--- config.mk ---
export PLATFORM = sky130hd
export DESIGN_NAME = button_debounce_hold_detector
export DESIGN_NICKNAME = d
export VERILOG_FILES = /design/src/sv/bdh_pkg.sv /design/src/sv/bdh_lane.sv /design/src/sv/bdh_merge.sv /design/src/sv/button_debounce_hold_detector.sv
export VERILOG_INCLUDE_DIRS = /design/src /design/src/sv
export SDC_FILE = /design/constraint.sdc
export NUM_CORES = 1
export LEC_CHECK = 0
export BUFFER_PORTS_ARGS = -buffer_cell sky130_fd_sc_hd__buf_2
export CORE_ASPECT_RATIO = 1.5
export CORE_MARGIN = 2
export CORE_UTILIZATION = 60
export DETAILED_ROUTE_END_ITERATION = 8
export GPL_TIMING_DRIVEN = 0
export HOLD_SLACK_MARGIN = 0.1
export PLACE_DENSITY = 0.85
export SYNTH_ARGS = -nofsm -noshare
export SYNTH_HDL_FRONTEND = slang
export SYNTH_SLANG_ARGS = --single-unit
--- constraint.sdc ---
create_clock -name i_clk -period 5.65 [get_ports i_clk]
set_clock_uncertainty 0.15 [all_clocks]
set_input_delay 0.2825 -clock i_clk [delete_from_list [all_inputs] [get_ports i_clk]]
set_output_delay 0.2825 -clock i_clk [all_outputs]
set_load 0.005 [all_outputs]
--- src/sv/button_debounce_hold_detector_defines.svh ---
// ----------------------------------------------------------------------------
// Assertion macros for the button debounce and hold detector
// Each macro wraps one concurrent assertion and reports through $error.
// Defining ASSERT_OFF turns every check into an empty statement.
// ----------------------------------------------------------------------------
`ifndef BUTTON_DEBOUNCE_HOLD_DETECTOR_DEFINES_SVH
`define BUTTON_DEBOUNCE_HOLD_DETECTOR_DEFINES_SVH

`ifndef ASSERT_OFF
// Checked at every edge outside reset.
`define BDH_ASSERT(label, clk, rst_n, prop, msg) \
    label: assert property (@(posedge clk) disable iff (!rst_n) (prop)) else $error(msg);
// Checked at every edge, reset included.
`define BDH_ASSERT_ALWAYS(label, clk, prop, msg) \
    label: assert property (@(posedge clk) (prop)) else $error(msg);
`else
`define BDH_ASSERT(label, clk, rst_n, prop, msg)
`define BDH_ASSERT_ALWAYS(label, clk, prop, msg)
`endif

`endif

--- src/sv/bdh_pkg.sv ---
// ----------------------------------------------------------------------------
// bdh_pkg
// Types and constants shared by the button debounce and hold detector.
// ----------------------------------------------------------------------------
package bdh_pkg;

    localparam int NUM_BUTTONS_DEF = 5;
    localparam int COUNT_WIDTH_DEF = 16;

    // Width of the pin field and of each event field.
    localparam int PIN_W     = 5;
    localparam int DELAY_W   = 16;
    localparam int S_TDATA_W = 8;
    localparam int M_TDATA_W = 16;

    localparam logic [DELAY_W-1:0] DEBOUNCE_DELAY_RST = 16'd50;
    localparam logic [DELAY_W-1:0] HOLD_DELAY_RST     = 16'd1000;

    // Configuration register indexes.
    localparam int CFG_INDEX_W = 1;
    localparam logic [CFG_INDEX_W-1:0] CFG_DEBOUNCE_DELAY = 1'b0;
    localparam logic [CFG_INDEX_W-1:0] CFG_HOLD_DELAY     = 1'b1;

    typedef enum logic [2:0] {
        ST_RELEASED = 3'd0,
        ST_DEBOUNCE = 3'd1,
        ST_LOCKED   = 3'd2,
        ST_HOLD     = 3'd3,
        ST_PRESSED  = 3'd4
    } t_btn_state;

    // Events that one button raises on one tick.
    typedef struct packed {
        logic press;
        logic hold;
        logic hold_end;
    } t_lane_evt;

endpackage

--- src/sv/bdh_lane.sv ---
// ----------------------------------------------------------------------------
// bdh_lane
// Debounce and hold state machine with a saturating tick counter for one
// button. State moves only on ticks that the stream accepts.
// ----------------------------------------------------------------------------
`include "button_debounce_hold_detector_defines.svh"

module bdh_lane #(
    parameter int COUNT_WIDTH = bdh_pkg::COUNT_WIDTH_DEF
) (
    input  logic                         i_clk,
    input  logic                         i_rst_n,
    input  logic                         i_advance,
    input  logic                         i_level,
    input  logic [bdh_pkg::DELAY_W-1:0]  i_debounce_delay,
    input  logic [bdh_pkg::DELAY_W-1:0]  i_hold_delay,
    output bdh_pkg::t_lane_evt           o_evt
);

    localparam int CMP_W = (COUNT_WIDTH > bdh_pkg::DELAY_W) ? COUNT_WIDTH : bdh_pkg::DELAY_W;

    bdh_pkg::t_btn_state      r_state, n_state;
    logic [COUNT_WIDTH-1:0]   r_cnt, n_cnt;
    logic                     r_prev_level;
    logic [COUNT_WIDTH-1:0]   cnt_inc;
    logic                     past_debounce;
    logic                     past_hold;

    // The counter stops at all ones, so a delay of all ones is never passed.
    assign cnt_inc       = (&r_cnt) ? r_cnt : r_cnt + 1'b1;
    assign past_debounce = CMP_W'(cnt_inc) > CMP_W'(i_debounce_delay);
    assign past_hold     = CMP_W'(cnt_inc) > CMP_W'(i_hold_delay);

    always_ff @(posedge i_clk) begin
        if (!i_rst_n) begin
            r_state      <= bdh_pkg::ST_RELEASED;
            r_cnt        <= '0;
            r_prev_level <= 1'b0;
        end else if (i_advance) begin
            r_state      <= n_state;
            r_cnt        <= n_cnt;
            r_prev_level <= i_level;
        end
    end

    always_comb begin
        n_state = r_state;
        n_cnt   = r_cnt;
        o_evt   = '0;
        case (r_state)
            bdh_pkg::ST_DEBOUNCE: begin
                n_cnt = cnt_inc;
                if (past_debounce) begin
                    n_state = i_level ? bdh_pkg::ST_LOCKED : bdh_pkg::ST_RELEASED;
                end
            end
            bdh_pkg::ST_LOCKED: begin
                n_cnt = cnt_inc;
                if (!i_level) begin
                    n_state = bdh_pkg::ST_PRESSED;
                end else if (past_hold) begin
                    n_state = bdh_pkg::ST_HOLD;
                end
            end
            bdh_pkg::ST_HOLD: begin
                n_cnt = cnt_inc;
                if (i_level) begin
                    o_evt.hold = 1'b1;
                end else begin
                    o_evt.hold_end = 1'b1;
                    n_state        = bdh_pkg::ST_RELEASED;
                end
            end
            bdh_pkg::ST_PRESSED: begin
                o_evt.press = 1'b1;
                n_state     = bdh_pkg::ST_RELEASED;
            end
            default: begin
                // Only a rising edge seen while released starts a new press.
                if (i_level && !r_prev_level) begin
                    n_state = bdh_pkg::ST_DEBOUNCE;
                    n_cnt   = '0;
                end
            end
        endcase
    end

    `BDH_ASSERT(a_evt_onehot0, i_clk, i_rst_n, $onehot0(o_evt), "lane raised two events at once")
    `BDH_ASSERT(a_hold_stays, i_clk, i_rst_n,
        i_advance && r_state == bdh_pkg::ST_HOLD && i_level |=> r_state == bdh_pkg::ST_HOLD,
        "held button left hold while still high")
    `BDH_ASSERT(a_press_returns, i_clk, i_rst_n,
        i_advance && o_evt.press |=> r_state == bdh_pkg::ST_RELEASED,
        "press event not followed by release state")

endmodule

--- src/sv/bdh_merge.sv ---
// ----------------------------------------------------------------------------
// bdh_merge
// Gathers the events of all lanes into one result word and holds it in an
// output register backed by a skid register.
// ----------------------------------------------------------------------------
`include "button_debounce_hold_detector_defines.svh"

module bdh_merge #(
    parameter int NUM_BUTTONS = bdh_pkg::NUM_BUTTONS_DEF
) (
    input  logic                            i_clk,
    input  logic                            i_rst_n,
    input  logic                            i_accept,
    input  bdh_pkg::t_lane_evt [NUM_BUTTONS-1:0] i_evt,
    output logic                            o_ready,
    output logic                            o_tvalid,
    input  logic                            i_tready,
    output logic [bdh_pkg::M_TDATA_W-1:0]   o_tdata
);

    localparam int PW = bdh_pkg::PIN_W;

    logic [PW-1:0]                   press_bits, hold_bits, hold_end_bits;
    logic [bdh_pkg::M_TDATA_W-1:0]   n_data;
    logic [bdh_pkg::M_TDATA_W-1:0]   r_out_data, r_skid_data;
    logic                            r_out_valid, r_skid_valid;
    logic                            pop;

    // Only the buttons that the pin field covers report events.
    for (genvar g = 0; g < PW; g++) begin : g_bits
        if (g < NUM_BUTTONS) begin : g_lane
            assign press_bits[g]    = i_evt[g].press;
            assign hold_bits[g]     = i_evt[g].hold;
            assign hold_end_bits[g] = i_evt[g].hold_end;
        end else begin : g_none
            assign press_bits[g]    = 1'b0;
            assign hold_bits[g]     = 1'b0;
            assign hold_end_bits[g] = 1'b0;
        end
    end

    assign n_data   = bdh_pkg::M_TDATA_W'({hold_end_bits, hold_bits, press_bits});
    assign pop      = r_out_valid && i_tready;
    assign o_ready  = !r_skid_valid;
    assign o_tvalid = r_out_valid;
    assign o_tdata  = r_out_data;

    always_ff @(posedge i_clk) begin
        if (!i_rst_n) begin
            r_out_valid  <= 1'b0;
            r_skid_valid <= 1'b0;
        end else begin
            if (i_accept) begin
                if (!r_out_valid || pop) begin
                    r_out_valid <= 1'b1;
                end else begin
                    r_skid_valid <= 1'b1;
                end
            end else if (pop) begin
                r_out_valid  <= r_skid_valid;
                r_skid_valid <= 1'b0;
            end
        end
    end

    always_ff @(posedge i_clk) begin
        if (i_accept) begin
            if (!r_out_valid || pop) begin
                r_out_data <= n_data;
            end else begin
                r_skid_data <= n_data;
            end
        end else if (pop && r_skid_valid) begin
            r_out_data <= r_skid_data;
        end
    end

    `BDH_ASSERT(a_skid_needs_out, i_clk, i_rst_n, r_skid_valid |-> r_out_valid,
        "skid register full while output register empty")
    `BDH_ASSERT(a_stall_fills_skid, i_clk, i_rst_n,
        i_accept && r_out_valid && !i_tready |=> r_skid_valid,
        "stalled result not parked in skid register")
    `BDH_ASSERT(a_drain_empties, i_clk, i_rst_n,
        pop && !i_accept && !r_skid_valid |=> !r_out_valid,
        "output stayed valid after its only transaction left")

endmodule

--- src/sv/button_debounce_hold_detector.sv ---
// ----------------------------------------------------------------------------
// button_debounce_hold_detector
// Per-button debounce, short press and long press detection on a tick stream.
// ----------------------------------------------------------------------------
// Each input transaction is one tick: tdata[4:0] holds the sampled level of
// every button. Each tick yields exactly one output transaction with the
// press, hold and hold-end event bits of that tick.
// Every button has its own lane with a state machine and a saturating tick
// counter; all lanes step together on an accepted tick and the merge stage
// packs their events. Results are registered in the output register, and one
// tick per cycle is sustained while the receiver keeps tready high.
// An output register plus a skid register sit on the output side: when the
// receiver stalls, one more tick is taken into the skid register and then
// s_axis tready drops until the receiver drains it.
// Reset (synchronous, active low) puts every button in the released state,
// clears the counters and the previous levels, empties the output side and
// loads the delays with 50 and 1000 ticks. Write the delays through the
// configuration port only while no tick is in flight.
// ----------------------------------------------------------------------------
module button_debounce_hold_detector #(
    parameter int NUM_BUTTONS = bdh_pkg::NUM_BUTTONS_DEF,
    parameter int COUNT_WIDTH = bdh_pkg::COUNT_WIDTH_DEF
) (
    input  logic                              i_clk,
    input  logic                              i_rst_n,
    input  logic                              i_s_axis_tvalid,
    output logic                              o_s_axis_tready,
    // [4:0] pin_levels, [7:5] zero
    input  logic [bdh_pkg::S_TDATA_W-1:0]     i_s_axis_tdata,
    output logic                              o_m_axis_tvalid,
    input  logic                              i_m_axis_tready,
    // [4:0] press_events, [9:5] hold_events, [14:10] hold_end_events, [15] zero
    output logic [bdh_pkg::M_TDATA_W-1:0]     o_m_axis_tdata,
    input  logic                              i_cfg_we,
    input  logic [bdh_pkg::CFG_INDEX_W-1:0]   i_cfg_index,
    input  logic [bdh_pkg::DELAY_W-1:0]       i_cfg_wdata
);

    logic [bdh_pkg::DELAY_W-1:0]        r_debounce_delay, r_hold_delay;
    logic                               accept;
    logic [NUM_BUTTONS-1:0]             levels;
    bdh_pkg::t_lane_evt [NUM_BUTTONS-1:0] lane_evt;

    assign accept = i_s_axis_tvalid && o_s_axis_tready;

    always_ff @(posedge i_clk) begin
        if (!i_rst_n) begin
            r_debounce_delay <= bdh_pkg::DEBOUNCE_DELAY_RST;
            r_hold_delay     <= bdh_pkg::HOLD_DELAY_RST;
        end else if (i_cfg_we) begin
            case (i_cfg_index)
                bdh_pkg::CFG_DEBOUNCE_DELAY: r_debounce_delay <= i_cfg_wdata;
                bdh_pkg::CFG_HOLD_DELAY:     r_hold_delay     <= i_cfg_wdata;
                default: begin
                end
            endcase
        end
    end

    // Buttons beyond the pin field always see a low level.
    for (genvar g = 0; g < NUM_BUTTONS; g++) begin : g_lanes
        if (g < bdh_pkg::PIN_W) begin : g_pin
            assign levels[g] = i_s_axis_tdata[g];
        end else begin : g_low
            assign levels[g] = 1'b0;
        end

        bdh_lane #(
            .COUNT_WIDTH (COUNT_WIDTH)
        ) u_lane (
            .i_clk            (i_clk),
            .i_rst_n          (i_rst_n),
            .i_advance        (accept),
            .i_level          (levels[g]),
            .i_debounce_delay (r_debounce_delay),
            .i_hold_delay     (r_hold_delay),
            .o_evt            (lane_evt[g])
        );
    end

    bdh_merge #(
        .NUM_BUTTONS (NUM_BUTTONS)
    ) u_merge (
        .i_clk    (i_clk),
        .i_rst_n  (i_rst_n),
        .i_accept (accept),
        .i_evt    (lane_evt),
        .o_ready  (o_s_axis_tready),
        .o_tvalid (o_m_axis_tvalid),
        .i_tready (i_m_axis_tready),
        .o_tdata  (o_m_axis_tdata)
    );

endmodule

# Word level (Yosys, flattened, before mapping)
# Cells that the tools add are included.
[totals] input_bits=30 out_inout_bits=18 regBits=165 elab_cells=213
[op_classes] order_cmp=10 addsub=5 eq_ne=37 n_mux=79 bitwise_logic=7 n_reduce_logical=54
[op_table] op="2-to-1 mux 16 bit" count=13
[op_table] op="greater-than comparator 16 bit" count=10
[op_table] op="case mux 16 bit (2 select lines)" count=5
[op_table] op="adder 16 x 1 -> 16 bit, second input constant" count=5
[op_table] op="AND reduction 16 bit" count=5
[op_table] op="2-to-1 mux 3 bit" count=25
[op_table] op="case mux 3 bit (4 select lines)" count=5
[op_table] op="equality test 3 x 2 -> 1 bit, second input constant" count=10
[op_table] op="AND reduction 5 bit" count=5
[op_table] op="nonzero test 5 bit" count=5
[op_table] op="2-to-1 mux 1 bit" count=21
[op_table] op="2-to-1 mux 2 bit" count=10
[op_table] op="equality test 3 x 1 -> 1 bit, second input constant" count=5
[op_table] op="equality test 3 bit, second input constant" count=5
[op_table] op="inequality test 3 x 2 -> 1 bit, second input constant" count=5
[op_table] op="AND reduction 3 bit" count=5
[op_table] op="OR reduction 3 bit" count=5
[op_table] op="nonzero test 2 bit" count=7
[op_table] op="inequality test 2 x 1 -> 1 bit, second input constant" count=6
[op_table] op="inequality test 2 bit, second input constant" count=6
[op_table] op="AND reduction 2 bit" count=6
[op_table] op="logical AND 1 bit" count=8
[op_table] op="zero test 1 bit" count=7
[op_table] op="inverter 1 bit" count=7
[op_table] op="logical OR 1 bit" count=1

# Logic depth before layout (Yosys ltp)
[logic_depth] word_depth=6 mapped_depth=15 depth_no_buf=14

# Cells and area by module
# Synthesis repeated with hierarchy kept, for this count alone.
[hier_totals] cells_unflattened=1605 area_unflattened_um2=13375.3
[modules_own_cells] mod="bdh_lane (g_lanes[1].u_lane ...)" area_each_um2=2264.7 seq_area_each_um2=400.4 cells_each=292 instances=2
[modules_own_cells] mod="bdh_lane (g_lanes[0].u_lane ...)" area_each_um2=2102.0 seq_area_each_um2=400.4 cells_each=275 instances=2
[modules_own_cells] mod="bdh_lane (g_lanes[4].u_lane)" area_each_um2=2149.6 seq_area_each_um2=400.4 cells_each=275 instances=1
[modules_own_cells] mod="button_debounce_hold_detector" area_each_um2=1252.5 seq_area_each_um2=640.6 cells_each=134 instances=1
[modules_own_cells] mod="bdh_merge" area_each_um2=1239.9 seq_area_each_um2=940.9 cells_each=62 instances=1

# Least setup slack after synthesis
# Ideal clock, no wire load.
[synth_path] kind="register -> register" from="reg g_lanes[2].u_lane.r_cnt[0]" to="reg g_lanes[2].u_lane.r_state[2]" path_buffers=1 arrival_ps=3320 synth_period_minus_slack_ps=3593 path_stages_with_launch=15 required_time_ps=5377 setup_slack_ps=2057 path_cell_list="dfxtp_1 -> ha_1 -> nand3_2 -> or2_1 -> or3_1 -> buf_2 -> nand2_1 -> xnor2_1 -> ha_1 -> a21oi_1 -> o21ai_0 -> a211o_1 -> a311o_1 -> nand3_1 -> mux2_1"
[synth_via] elab_chain_cells=5
[synth_lines] element="from (decl)" line_no="bdh_lane.sv:23" text="logic [COUNT_WIDTH-1:0] r_cnt, n_cnt;"
[synth_lines] element="from (signal assigned)" line_no="bdh_lane.sv:41" text="r_cnt <= n_cnt;"
[synth_lines] element="adder 16 x 1 -> 16 bit or AND reduction 16 bit (tied branches)" line_no="bdh_lane.sv:30" text="assign cnt_inc = (&r_cnt) ? r_cnt : r_cnt + 1'b1;"
[synth_lines] element="2-to-1 mux 16 bit *" line_no="bdh_lane.sv:30"
[synth_lines] element="greater-than comparator 16 bit (on tied branches)" line_no="bdh_lane.sv:32, bdh_lane.sv:31"
[synth_lines] element="inequality test 3 x 2 -> 1 bit (no source line) or inequality test 2 x 1 -> 1 bit (tied branches)"
[synth_lines] element="AND reduction 5 bit (no source line) *"
[synth_lines] element="to (signal assigned)" line_no="bdh_lane.sv:36" text="r_state <= bdh_pkg::ST_RELEASED;"
[synth_lines] element="to (signal assigned)" line_no="bdh_lane.sv:40" text="r_state <= n_state;"
[synth_lines] element="to (decl)" line_no="bdh_lane.sv:22" text="bdh_pkg::t_btn_state r_state, n_state;"
# Mark *: on every way between the ends. The rest lies on a longest branch, timed or not.
# A chain may end at the register's enable or synchronous reset.

# Worst setup path after layout
# Ends and elaborated chain as after synthesis.

==> results.sh <==
export IMPL_status="completed"
export IMPL_cp_data_arrival_time_ns=4.40
export IMPL_num_vias=12200
export IMPL_design_area_sq_um=13700
export IMPL_synth_nets=1659
export IMPL_multi_input_area_sq_um=8280
export IMPL_core_sq_um=20300
export IMPL_die_h_um=179
export IMPL_power_mw=2.87
export IMPL_synth_edf_count=30
export IMPL_p_seq_frac=0.434
export IMPL_clk_pin_slew_worst_paths_ns=0.07
export IMPL_grtUsageMet2=0.581
export IMPL_grt_max_degree=17
export IMPL_ant_nets=0
export IMPL_ys_types=85
export IMPL_dp_slack_ns=1.58
export IMPL_crit_chain="ha_1 > nand3_2 > or2_1 > or3_1 > buf_2 > nand2_1 > xnor2_1 > ha_1 > a21oi_1 > o21ai_0 > a211o_1 > a311o_1 > nand3_1 > mux2_1"
export IMPL_syn_avg_cell_area_sq_um=8.40
export IMPL_numPortBuffers=43
export IMPL_antenna_found_initial=0
export IMPL_overflow=0
export IMPL_synthFlopType="dfxtp_1"
export IMPL_rsz0062_at_grt="no"
export IMPL_power_density_nw_per_um2=210
export IMPL_crit_family="simple AND/OR/NAND/NOR gates"
export IMPL_regArea_sq_um=3580
export IMPL_slowest_delay_ns=0.47
export IMPL_worstPathBufferInverterCount=1
export IMPL_worstSkewPairLatency_ns=0.46
export IMPL_worst_ep_required_time_ns=5.83
export IMPL_clock_root_buffer="clkbuf_16"
export IMPL_worst_ir_drop_vdd_v=0.000196
export IMPL_yosys_register_bits=164
export IMPL_clockPowerShare=0.411
export IMPL_io_pins=48
export IMPL_synthArstFlopShare=0
export IMPL_relSlewSlack=0.370
export IMPL_postCtsSetupBuffers=0
export IMPL_fin_util=0.674
export IMPL_r2r_end="g_lanes[2].u_lane.r_state[2]"
export IMPL_totalWireLength_um=37600
export IMPL_clock_fmax_mhz=237
export IMPL_path_common_cell="ha_1"
export IMPL_fin_crit_ns=4.21
export IMPL_post_synth_top_area_cell="dfxtp_1"
export IMPL_drc=0
export IMPL_grt_busiest_layer="met2"
export IMPL_seq_area_frac_synth=0.291
export IMPL_maxCapViolCount=0
export IMPL_cts_resized=0
export IMPL_initialDrtViolationCount=1037
export IMPL_drive_above_1_share=0.0858
export IMPL_diodes=0
export IMPL_grt_pass1_wl_um=58200
export IMPL_h_tree_depth=4
export IMPL_row_count=64
export IMPL_dp_hpwl_um=26900
export IMPL_r2r_slack_ns=1.44
export IMPL_p_sw_frac=0.293
export IMPL_path_max_fanout=10
export IMPL_worst_hold_slack_ns=0.167
export IMPL_synth_area_sq_um=12300
export IMPL_viasPerCell=6.68
export IMPL_die_x_um=121
export IMPL_startpoint_type="register"
export IMPL_leakage_nw=5.61
export IMPL_cts_sinks=164
export IMPL_drv_slew=0
export IMPL_p_comb_frac=0.155
export IMPL_initial_core_util=0.607
export IMPL_cts_made_buffers=17
export IMPL_switchingPower_uw=842
export IMPL_wl_per_cell_um=20.6
export IMPL_worst_slack_ns=1.44
export IMPL_clock_tree_buffer_depth=2
export IMPL_placed_cell_area_sq_um=12800
export IMPL_reg2reg_from="g_lanes[2].u_lane.r_cnt[0]"
export IMPL_hp_class="in -> reg"
export IMPL_cts_tree="done"
export IMPL_rr_worst_depth=14
export IMPL_crit_path_end_kind="register"
export IMPL_grt_usage=0.348
export IMPL_synth_area_leaders="dfxtp_1 (22%), ha_1 (17%), edfxtp_1 (7.3%), a21oi_1 (6.1%), nand2_1 (5.5%)"
export IMPL_finalNetCount=1744
export IMPL_min_path_cells=3
export IMPL_cp_slowest_cell="dfxtp_1"
export IMPL_yosysWarningCount=0
export IMPL_met1_usage=0.382
export IMPL_fin_crit_sh=0.746
export IMPL_synth_top_area_frac=0.218
export IMPL_syn_to_final_growth_pct=11.1
export IMPL_hold_start="i_s_axis_tvalid"
export IMPL_drt_pass1_iterations=6
export IMPL_stdcell_count=1826
export IMPL_tns_ns=0
export IMPL_finalSetupViolCount=0
export IMPL_die_area_sq_um=21700
export IMPL_max_slew_worst_pin_slew_ns=0.937
export IMPL_nFillCells=1634
export IMPL_gp_congestion=0.942
export IMPL_use_met3=0.0738
export IMPL_place_inst=1771
export IMPL_intPower_mw=2.03
export IMPL_hold_path_end="u_merge.r_skid_valid"
export IMPL_synthCells=1464
export IMPL_hold_violations=0
export IMPL_grt_pass1_vias=11500
export IMPL_crit_type="reg -> reg"
synthesized netlist by cell type (6+ instances only):
| library cell | instances |
|---|---|
| and3_1 | 16 |
| a21oi_1 | 151 |
| o21ai_1 | 11 |
| nor2b_1 | 15 |
| a21boi_0 | 10 |
| a31oi_1 | 25 |
| inv_1 | 47 |
| a211o_1 | 7 |
| nand2b_1 | 25 |
| nor2_1 | 72 |
| o21a_1 | 15 |
| a21o_1 | 14 |
| ha_1 | 165 |
| nand4_1 | 41 |
| edfxtp_1 | 30 |
| dfxtp_1 | 134 |
| xor2_1 | 11 |
| xnor2_1 | 37 |
| nand4b_1 | 6 |
| a22o_1 | 17 |
| or4_1 | 6 |
| nor3_1 | 30 |
| and4_1 | 12 |
| or3_1 | 16 |
| nor4_1 | 18 |
| clkbuf_1 | 40 |
| mux2_2 | 19 |
| nand2_1 | 179 |
| buf_2 | 12 |
| o31ai_1 | 18 |
| o21ai_0 | 54 |
| nand3_1 | 66 |
| o211ai_1 | 24 |
cells in the final DEF, fill, tap and decap left out, types with 6 or more instances in the layout:
cell type | synthesis | layout
nand2_1 | 179 | 179
ha_1 | 165 | 165
a21oi_1 | 151 | 150
dfxtp_1 | 134 | 134
nor2_1 | 72 | 72
nand3_1 | 66 | 66
buf_2 | 12 | 55
o21ai_0 | 54 | 54
inv_1 | 47 | 47
clkbuf_1 | 40 | 41
nand4_1 | 41 | 41
xnor2_1 | 37 | 37
nor3_1 | 30 | 30
edfxtp_1 | 30 | 30
a31oi_1 | 25 | 25
nand2b_1 | 25 | 25
o211ai_1 | 24 | 24
dlygate4sd3_1 | 0 | 23
mux2_2 | 19 | 19
nor4_1 | 18 | 18
o31ai_1 | 18 | 18
clkbuf_16 | 0 | 18
a22o_1 | 17 | 17
or3_1 | 16 | 16
and3_1 | 16 | 16
o21a_1 | 15 | 15
nor2b_1 | 15 | 15
a21o_1 | 14 | 14
and4_1 | 12 | 12
xor2_1 | 11 | 11
o21ai_1 | 11 | 11
a21boi_0 | 10 | 10
a211o_1 | 7 | 7
or4_1 | 6 | 6
nand4b_1 | 6 | 6
worst reg2reg max path: stages (launching register included):
cell,delay [ns]
dfxtp_1,0.47
ha_1,0.30
nand3_2,0.18
or2_1,0.33
or3_1,0.40
buf_2,0.20
nand2_1,0.11
xnor2_1,0.25
ha_1,0.35
a21oi_1,0.15
o21ai_0,0.12
a211o_1,0.32
a311o_1,0.30
nand3_1,0.12
mux2_1,0.33
logic make-up (layout without fill, tap and decap cells):
logic type	count (synthesis)	count (layout)	share of synthesized area
AOI/OAI and AO/OA	404	404	0.211
xor gates and xnor gates	48	48	0.0342
adders and majority gates	170	170	0.172
buffers and inverters	105	203	0.0354
DFF	164	164	0.291
muxes	29	29	0.0261
other	1	1	0.000305
and+or+nand+nor	543	543	0.230
registers in the layout, indices dropped and copies added (netlist names):
register / flops
g_lanes.u_lane.r_cnt: 80
g_lanes.u_lane.r_prev_level: 5
g_lanes.u_lane.r_state: 15
r_debounce_delay: 16
r_hold_delay: 16
u_merge.o_tdata: 15
u_merge.o_tvalid: 1
u_merge.r_skid_data: 15
u_merge.r_skid_valid: 1
how the worst max path moves through the flow:
stage                               startpoint                           end  slack [ns]  cells past startpoint
floorplan           g_lanes[2].u_lane.r_cnt[0]  g_lanes[2].u_lane.r_state[2]        2.06                     14
global placement    g_lanes[2].u_lane.r_cnt[0]  g_lanes[2].u_lane.r_state[2]        1.60                     14
detailed placement  g_lanes[2].u_lane.r_cnt[0]  g_lanes[2].u_lane.r_state[2]        1.58                     14
CTS                 g_lanes[2].u_lane.r_cnt[0]  g_lanes[2].u_lane.r_state[2]        1.54                     14
global route        g_lanes[2].u_lane.r_cnt[0]  g_lanes[2].u_lane.r_state[2]        1.21                     14
finish              g_lanes[2].u_lane.r_cnt[0]  g_lanes[2].u_lane.r_state[2]        1.44                     14
area by class of cell:
class / count / area share
inverter: 48 / 0.0132
sequential: 164 / 0.262
clock inverter: 12 / 0.00852
buffer: 57 / 0.0187
clock buffer: 20 / 0.0343
multi-input combinational: 1195 / 0.606
timing repair buffer: 66 / 0.0326
tap: 264 / 0.0242
timing repair:
item	4_1_cts	5_1_grt
hold buffers	23	0
endpoints found under the setup margin	0	0
hold endpoints to repair	41	0
power groups by stage:
stage	clock [mW]	sequential, mW	combinational, mW
CTS	1.18	1.24	0.429
global route	1.23	1.25	0.484
global placement	0	1.27	0.397
detailed placement	0	1.27	0.411
finish	1.18	1.25	0.445
floorplan	0	1.27	0.277
layer usage:
layer | share of wire | vias to the layer above
met5 | 0 | -
met4 | 0.081 | 0
met3 | 0.080 | 199
met2 | 0.47 | 620
met1 | 0.37 | 5697
li1 | - | 5677
Power figures use the tool's default switching activity.
